**config.mk**
```make
export PLATFORM = sky130hd
export DESIGN_NAME = daq_word_timestamp_expander
export DESIGN_NICKNAME = d
export VERILOG_FILES = /design/src/hdl/dwte_pkg.sv /design/src/hdl/dwte_ram.sv /design/src/hdl/daq_word_timestamp_expander.sv
export SDC_FILE = /design/constraint.sdc
export NUM_CORES = 2
export LEC_CHECK = 0
export ABC_AREA = 0
export ABC_CLOCK_PERIOD_IN_PS = 19400
export BUFFER_PORTS_ARGS = -buffer_cell sky130_fd_sc_hd__buf_2
export CAP_MARGIN = 20
export CELL_PAD_IN_SITES_DETAIL_PLACEMENT = 1
export CELL_PAD_IN_SITES_GLOBAL_PLACEMENT = 2
export CORE_MARGIN = 2
export CORE_UTILIZATION = 50
export CTS_CLUSTER_DIAMETER = 30
export DETAILED_ROUTE_END_ITERATION = 6
export HOLD_SLACK_MARGIN = 0.05
export PLACE_DENSITY_LB_ADDON = 0.1
export SYNTH_ARGS = -nofsm -noshare
export SYNTH_HDL_FRONTEND = slang
export SYNTH_SLANG_ARGS = --single-unit
```
**constraint.sdc**
```tcl
create_clock -name clk -period 19.4 [get_ports clk]
set_input_delay 1.94 -clock clk [delete_from_list [all_inputs] [get_ports clk]]
set_output_delay 1.94 -clock clk [all_outputs]
set_load 0.005 [all_outputs]
```
**src/hdl/dwte_pkg.sv**
```systemverilog
// Package for the DAQ word timestamp expander: widths, parse phases, module decode.
// No dependencies; imported by the expander top level.
package dwte_pkg;

  // Table size and derived address width
  localparam int MODULE_COUNT = 64;
  localparam int MOD_ADDR_W   = (MODULE_COUNT > 1) ? $clog2(MODULE_COUNT) : 1;

  // Fixed field widths
  localparam int WORD_W     = 32;
  localparam int TIME_W     = 64;
  localparam int LOW_W      = 28;
  localparam int MID_W      = 20;
  localparam int HDR_PART_W = 16;
  localparam int HDR_W      = 3 * HDR_PART_W;
  localparam int MOD_ID_W   = 6;
  localparam int TOP_W      = TIME_W - LOW_W;

  // Word classification codes
  localparam logic [1:0] TOP_WIDE_ID   = 2'b11;  // module in bits 27..22
  localparam logic [1:0] TOP_NARROW_ID = 2'b10;  // module in bits 29..24
  localparam logic [3:0] MARKER_CODE   = 4'h5;   // bits 23..20 of a marker word

  typedef enum logic [2:0] {
    PH_HDR0,
    PH_HDR1,
    PH_HDR2,
    PH_HDR3,
    PH_DATA,
    PH_LOW,
    PH_MARK_MID,
    PH_MARK_LOW
  } phase_t;

  typedef struct packed {
    logic                has_id;
    logic [MOD_ID_W-1:0] id;
  } mod_dec_t;

  // Pull the module number out of a data word's top bits
  function automatic mod_dec_t decode_module(input logic [WORD_W-1:0] w);
    mod_dec_t d;
    d.has_id = 1'b0;
    d.id     = '0;
    case (w[31:30])
      TOP_WIDE_ID: begin
        d.has_id = 1'b1;
        d.id     = w[27:22];
      end
      TOP_NARROW_ID: begin
        d.has_id = 1'b1;
        d.id     = w[29:24];
      end
      default: begin
        d.has_id = 1'b0;
        d.id     = '0;
      end
    endcase
    return d;
  endfunction

  function automatic logic is_marker(input logic [WORD_W-1:0] w);
    return (w[31:30] == TOP_NARROW_ID) && (w[23:20] == MARKER_CODE);
  endfunction

  // A decoded module has a table entry
  function automatic logic in_table(input mod_dec_t d);
    return d.has_id && (int'(d.id) < MODULE_COUNT);
  endfunction

endpackage

```
**src/hdl/dwte_ram.sv**
```systemverilog
// Generic single-write, single-read RAM with registered read data.
// No dependencies; used for the per-module timestamp table.
module dwte_ram #(
  parameter int WIDTH = 64,
  parameter int DEPTH = 64
) (
  input  logic                                     clk,
  input  logic                                     wr_en,
  input  logic [((DEPTH > 1) ? $clog2(DEPTH) : 1)-1:0] wr_addr,
  input  logic [WIDTH-1:0]                         wr_data,
  input  logic                                     rd_en,
  input  logic [((DEPTH > 1) ? $clog2(DEPTH) : 1)-1:0] rd_addr,
  output logic [WIDTH-1:0]                         rd_data
);

  logic [WIDTH-1:0] mem [DEPTH];

  // Write port
  always_ff @(posedge clk) begin
    if (wr_en) begin
      mem[wr_addr] <= wr_data;
    end
  end

  // Read port, data held until the next read
  always_ff @(posedge clk) begin
    if (rd_en) begin
      rd_data <= mem[rd_addr];
    end
  end

endmodule

```
**src/hdl/daq_word_timestamp_expander.sv**
```systemverilog
// A result is registered (output or skid register) when its low word is accepted.
// Throughput: one payload word per cycle; in_tready drops only while two results wait
// (output register plus skid register). The module time table is read one word ahead,
// when the data word of a pair is accepted, so the pair's low word never waits for it.
// Reset (rst_n low, synchronous) clears parse phase, module marks, file base and the
// output queue; the module time RAM is not cleared, entries are read only once marked.
module daq_word_timestamp_expander (
  input  logic         clk,
  input  logic         rst_n,
  input  logic         in_tvalid,
  output logic         in_tready,
  input  logic [31:0]  in_tdata,   // [31:0] stream_word
  input  logic [1:0]   in_tuser,   // [0] header_start, [1] file_start
  output logic         out_tvalid,
  input  logic         out_tready,
  output logic [103:0] out_tdata,  // [31:0] event_word, [95:32] event_time,
                                   // [101:96] module_id, [103:102] zero
  output logic [0:0]   out_tuser   // [0] module_known
);

  import dwte_pkg::*;

  typedef struct packed {
    logic [WORD_W-1:0]   word;
    logic [TIME_W-1:0]   time_val;
    logic [MOD_ID_W-1:0] id;
    logic                known;
  } result_t;

  // Parse state and stored timestamps
  phase_t                  phase_r, phase_nxt, phase_eff;
  logic [HDR_W-1:0]        header_r;
  logic [WORD_W-1:0]       held_word_r;
  logic [MID_W-1:0]        middle_r;
  logic [TIME_W-1:0]       running_r, running_nxt;
  logic [TIME_W-1:0]       file_base_r, file_base_nxt;
  logic                    file_base_set_r, file_base_set_nxt;
  logic [MODULE_COUNT-1:0] marked_r, marked_nxt;

  // Output queue
  logic    out_valid_r, skid_valid_r;
  result_t out_r, skid_r;

  // Datapath
  logic                  in_acc;
  logic                  hdr_start, file_start;
  logic [WORD_W-1:0]     in_word;
  mod_dec_t              held_dec, in_dec;
  logic                  held_known;
  logic [MOD_ADDR_W-1:0] held_idx;
  logic [MODULE_COUNT-1:0] marked_clr;
  logic [TIME_W-1:0]     file_base_eff;
  logic                  file_base_set_eff;
  logic [TIME_W-1:0]     base_sel;
  logic [TIME_W-1:0]     hdr_full, mark_time;
  logic                  res_valid;
  result_t               res;
  logic                  ram_wr_en, ram_rd_en;
  logic [TIME_W-1:0]     ram_rd_data;

  assign in_word    = in_tdata;
  assign hdr_start  = in_tuser[0];
  assign file_start = in_tuser[1];
  assign in_tready  = !skid_valid_r;
  assign in_acc     = in_tvalid && in_tready;

  // A header start restarts the parse at header word 0
  assign phase_eff = hdr_start ? PH_HDR0 : phase_r;

  // Next parse phase
  always_comb begin
    phase_nxt = phase_r;
    if (in_acc) begin
      case (phase_eff)
        PH_HDR0:     phase_nxt = PH_HDR1;
        PH_HDR1:     phase_nxt = PH_HDR2;
        PH_HDR2:     phase_nxt = PH_HDR3;
        PH_HDR3:     phase_nxt = PH_DATA;
        PH_DATA:     phase_nxt = PH_LOW;
        PH_LOW:      phase_nxt = is_marker(held_word_r) ? PH_MARK_MID : PH_DATA;
        PH_MARK_MID: phase_nxt = PH_MARK_LOW;
        PH_MARK_LOW: phase_nxt = PH_DATA;
        default:     phase_nxt = PH_HDR0;
      endcase
    end
  end

  // Decode, base selection, result assembly, table read and write enables and bookkeeping
  always_comb begin
    held_dec          = decode_module(held_word_r);
    in_dec            = decode_module(in_word);
    held_known        = in_table(held_dec);
    held_idx          = held_dec.id[MOD_ADDR_W-1:0];
    marked_clr        = file_start ? '0 : marked_r;
    file_base_eff     = file_start ? '0 : file_base_r;
    file_base_set_eff = file_start ? 1'b0 : file_base_set_r;

    if (held_known) begin
      base_sel = marked_clr[held_idx] ? ram_rd_data : file_base_eff;
    end else begin
      base_sel = running_r;
    end

    hdr_full  = {in_word[HDR_PART_W-1:0], header_r};
    mark_time = {held_word_r[HDR_PART_W-1:0], middle_r, in_word[LOW_W-1:0]};

    res_valid    = in_acc && (phase_eff == PH_LOW) && !is_marker(held_word_r);
    res.word     = held_word_r;
    res.time_val = {base_sel[TIME_W-1:LOW_W], in_word[LOW_W-1:0]};
    res.id       = held_dec.id;
    res.known    = held_known;

    ram_rd_en = in_acc && (phase_eff == PH_DATA);
    ram_wr_en = in_acc && (phase_eff == PH_MARK_LOW) && held_known;

    // Timestamp bookkeeping
    marked_nxt        = marked_r;
    file_base_nxt     = file_base_r;
    file_base_set_nxt = file_base_set_r;
    running_nxt       = running_r;
    if (in_acc) begin
      marked_nxt        = marked_clr;
      file_base_nxt     = file_base_eff;
      file_base_set_nxt = file_base_set_eff;
      case (phase_eff)
        PH_HDR3: begin
          running_nxt = hdr_full;
          if (!file_base_set_eff) begin
            file_base_nxt     = hdr_full;
            file_base_set_nxt = 1'b1;
          end
        end
        PH_MARK_LOW: begin
          running_nxt = mark_time;
          if (held_known) begin
            marked_nxt[held_idx] = 1'b1;
          end
        end
        default: begin
          running_nxt = running_r;
        end
      endcase
    end
  end

  // Per-module timestamp table
  dwte_ram #(
    .WIDTH (TIME_W),
    .DEPTH (MODULE_COUNT)
  ) u_mod_time (
    .clk     (clk),
    .wr_en   (ram_wr_en),
    .wr_addr (held_idx),
    .wr_data (mark_time),
    .rd_en   (ram_rd_en),
    .rd_addr (in_dec.id[MOD_ADDR_W-1:0]),
    .rd_data (ram_rd_data)
  );

  // Control state
  always_ff @(posedge clk) begin
    if (!rst_n) begin
      phase_r         <= PH_HDR0;
      marked_r        <= '0;
      file_base_r     <= '0;
      file_base_set_r <= 1'b0;
      running_r       <= '0;
    end else begin
      phase_r         <= phase_nxt;
      marked_r        <= marked_nxt;
      file_base_r     <= file_base_nxt;
      file_base_set_r <= file_base_set_nxt;
      running_r       <= running_nxt;
    end
  end

  // Capture header parts, held data word and marker middle word
  always_ff @(posedge clk) begin
    if (in_acc) begin
      case (phase_eff)
        PH_HDR0:     header_r[HDR_PART_W-1:0]              <= in_word[HDR_PART_W-1:0];
        PH_HDR1:     header_r[2*HDR_PART_W-1:HDR_PART_W]   <= in_word[HDR_PART_W-1:0];
        PH_HDR2:     header_r[HDR_W-1:2*HDR_PART_W]        <= in_word[HDR_PART_W-1:0];
        PH_DATA:     held_word_r                           <= in_word;
        PH_MARK_MID: middle_r                              <= in_word[MID_W-1:0];
        default:     held_word_r                           <= held_word_r;
      endcase
    end
  end

  // Output register with skid stage
  always_ff @(posedge clk) begin
    if (!rst_n) begin
      out_valid_r  <= 1'b0;
      skid_valid_r <= 1'b0;
    end else if (!out_valid_r || out_tready) begin
      if (skid_valid_r) begin
        out_valid_r  <= 1'b1;
        skid_valid_r <= 1'b0;
      end else begin
        out_valid_r <= res_valid;
      end
    end else if (res_valid) begin
      skid_valid_r <= 1'b1;
    end
  end

  always_ff @(posedge clk) begin
    if (!out_valid_r || out_tready) begin
      if (skid_valid_r) begin
        out_r <= skid_r;
      end else if (res_valid) begin
        out_r <= res;
      end
    end else if (res_valid) begin
      skid_r <= res;
    end
  end

  assign out_tvalid = out_valid_r;
  assign out_tdata  = {2'b00, out_r.id, out_r.time_val, out_r.word};
  assign out_tuser  = out_r.known;

  // Checks
  a_skid_needs_out: assert property (@(posedge clk) disable iff (!rst_n)
    skid_valid_r |-> out_valid_r)
    else $error("skid register holds a transaction while output register is empty");

  a_result_from_low: assert property (@(posedge clk) disable iff (!rst_n)
    res_valid |-> (phase_eff == PH_LOW))
    else $error("result produced outside the low timestamp phase");

  a_hdr_to_data: assert property (@(posedge clk) disable iff (!rst_n)
    (in_acc && (phase_eff == PH_HDR3)) |=> (phase_r == PH_DATA))
    else $error("last header word did not advance to data phase");

  a_result_lands: assert property (@(posedge clk) disable iff (!rst_n)
    (res_valid && !out_valid_r) |=> (out_valid_r && !skid_valid_r))
    else $error("result transaction lost on empty output queue");

  a_known_in_table: assert property (@(posedge clk) disable iff (!rst_n)
    (out_valid_r && out_r.known) |-> (int'(out_r.id) < MODULE_COUNT))
    else $error("known module outside the table");

endmodule

```
==> results.json <==
{
  "vias": 58000,
  "cp_cell_sequence": "buf_2, mux2_2, nand2_8, buf_4, buf_4, buf_4, mux4_2, and2_1, a211oi_1, a311oi_1, a211oi_1, a21oi_1",
  "synth_mux_area_share_pct": 13.8,
  "synth_compound_area_share_pct": 4.35,
  "yosys.area_share.adder_pct": 0,
  "rsz0062_at_grt": "false",
  "fin_crit_ns": 6.89,
  "crit_family": "buffers and inverters",
  "grt_max_degree": 109,
  "slowest_delay_ns": 1.05,
  "ant_nets": 0,
  "slew_violations": 0,
  "max_cap_viol_count": 0,
  "pin_count": 145,
  "antenna_found_initial": 20,
  "whs_ns": 0.453,
  "cp_common_cell": "buf_4",
  "gp_congestion": 0.788,
  "grt_pass1_vias": 61700,
  "min_to": "skid_r[90]$_DFFE_PP_",
  "syn2layout_area_growth_pct": 22.5,
  "ys_async_sr_fraction_pct": 0,
  "grt_pass1_wl_um": 459000,
  "cts_hold_buf": 0,
  "drc": 0,
  "cts_tree": "yes",
  "min_path_type": "reg -> reg",
  "grtUsageTotal_pct": 30.1,
  "seq_area_frac_synth_pct": 76.9,
  "rr_startpoint": "held_word_r[30]$_DFFE_PP_",
  "netlist_instances": 5338,
  "wirelength_um": 324000,
  "fp.dieW_um": 464,
  "synth_seq_cells": 2760,
  "synthXorXnorAreaFrac_pct": 0,
  "postCtsSetupRepairBufs": 0,
  "dieArea_mm2": 0.215,
  "synth_edf_count": 2618,
  "multi_input_area_mm2": 0.0236,
  "floorplan.initialDensity_pct": 50.4,
  "nets": 5946,
  "root_buffer": "clkbuf_16",
  "peakVddDrop_v": 0.000101,
  "yosys_warnings": 0,
  "drive_gt1_share_pct": 30.7,
  "dp_hpwl_um": 161000,
  "core_area_mm2": 0.210,
  "synth_top_family_by_area": "multiplexers",
  "period_share_pct": 35.5,
  "reg2reg_slack_ns": 14.16,
  "slowest_stage": "a211oi_1",
  "min_path_cells": 0,
  "worstPathMaxFanout": 44,
  "leakage_nw": 42.9,
  "cts.sinks": 2760,
  "syn_area_per_cell_um2": 19.8,
  "stdcell_count": 9151,
  "place_inst": 8139,
  "synth-simple-area-share_pct": 3.45,
  "mostFrequentLayoutCells": "2618 x edfxtp_1, 590 x clkbuf_16, 576 x mux4_2, 403 x nand2_1, 203 x a211oi_1",
  "rows": 168,
  "viasPerCell": 6.34,
  "fmax_mhz": 145,
  "synth_area_mm2": 0.106,
  "r2r_end": "out_tdata[77]$_DFFE_PP_",
  "finalSetupViolCount": 0,
  "insertion_delay_ns": 0.96,
  "outcome": "completed",
  "p_per_area_mw_per_mm2": 127,
  "fill_cells": 17300,
  "finClkSkew_ns": 0.0501,
  "firstDrtPassIters": 5,
  "die_h_um": 464,
  "cts_resized": 0,
  "wire_per_inst_um": 35.4,
  "grt-ovfl-total": 0,
  "clock_path_buffers": 4,
  "max_slew_margin_pct": 15.6,
  "totalPowerFinal_mw": 16.5,
  "crit_type": "in -> reg",
  "rr_worst_depth": 10,
  "critical_path_buf_inv_count": 4,
  "setup_tns_ns": 0,
  "cts_max_level": 6,
  "path_clk_slew_ns": 0.04,
  "synth-main-ff-cell": "edfxtp_1",
  "worst_slew_pin_slew_ns": 1.26,
  "cts_made_buffers": 567,
  "hold_viol": 0,
  "start_kind": "input pin",
  "required_ns": 20.03,
  "worst_setup_path_end_kind": "flop",
  "final_common_cell": "edfxtp_1",
  "regArea_mm2": 0.0815,
  "ys_types": 57,
  "io_buffers": 142,
  "arrival_ns": 7.52,
  "drt_iter0_markers": 6836,
  "min_from": "held_word_r[19]$_DFFE_PP_"
}
-- worst max-delay path by stage --
stage	startpoint	endpoint	slack, ns	depth (start not counted)
global route	in_tdata[30]	u_mod_time.rd_data[41]$_DFFE_PP_	12.15	12
detailed placement	in_tdata[30]	u_mod_time.rd_data[41]$_DFFE_PP_	11.47	12
finish	in_tdata[30]	u_mod_time.rd_data[41]$_DFFE_PP_	12.51	12
floorplan	in_tvalid	skid_r[0]$_DFFE_PP_	9.22	5
global placement	in_tdata[30]	u_mod_time.rd_data[62]$_DFFE_PP_	11.23	12
CTS	in_tdata[30]	u_mod_time.rd_data[41]$_DFFE_PP_	12.45	12
-- registers in the layout (all words and copies together) (netlist names) --
signal and flops:
skid_valid_r 1, middle_r 20, out_tvalid 1, u_mod_time.rd_data 36, held_word_r 32, file_base_set_r 1
marked_r 64, header_r 20, out_tdata 102, file_base_r 36, u_mod_time.mem 2304, out_tuser 1
skid_r 103, running_r 36, phase_r 3
-- per-layer routing --
| layer | global-route usage, % | wire [um] | vias to the layer above |
|---|---|---|---|
| met5 | 0 | 13 | - |
| met4 | 11.2 | 11500 | 2 |
| met3 | 5.54 | 23700 | 634 |
| met2 | 49.1 | 159000 | 2694 |
| met1 | 40.8 | 129000 | 31400 |
| li1 | - | - | 23200 |
-- kinds of logic (layout without fill, tap and decap cells) --
logic type | count (synthesis) | count (layout)
DFF | 2760 | 2760
and+or+nand+nor | 828 | 828
muxes | 735 | 735
AOI/OAI and AO/OA | 662 | 662
buffers and inverters | 352 | 1351
other | 1 | 10
-- cells in the mapped netlist, types with 74 or more instances --
master    instances  area, um^2
nor2_1          195         732
edfxtp_1       2618       78600
a311oi_1         82         718
and2_1          155         970
buf_2            74         370
a21oi_1         128         641
mux2i_1          87         871
a211oi_1        210        1580
mux4_2          576       13000
nand2_1         409        1540
dfxtp_1         142        2840
clkbuf_1        216         811
-- per-stage QoR --
stage	util, %	setup slack, ns	instance area (um^2)
final	61.8	12.51	130000
after global routing	61.8	12.15	130000
after CTS	61.7	12.45	130000
after detailed placement	52.8	11.47	111000
after global placement	52.7	11.23	111000
after floorplan	-	9.22	106000
-- where the power goes --
group / internal (mW) / total (mW) / switching [mW]
sequential: 6.45 / 6.45 / 0.00125
clock: 6.43 / 9.53 / 3.10
combinational: 0.193 / 0.484 / 0.291
total: 13.1 / 16.5 / 3.39
-- cell type report --
cell class	instances	area share [%]
Sequential cell	2760	62.8
Multi-Input combinational cell	2227	18.2
Clock buffer	682	11.7
Tap cell	2805	2.70
Clock inverter	317	2.70
Timing Repair Buffer	344	1.90
Inverter	8	0.0251
Antenna cell	8	0.0154
No activity file was read; power rests on OpenSTA's default activity.
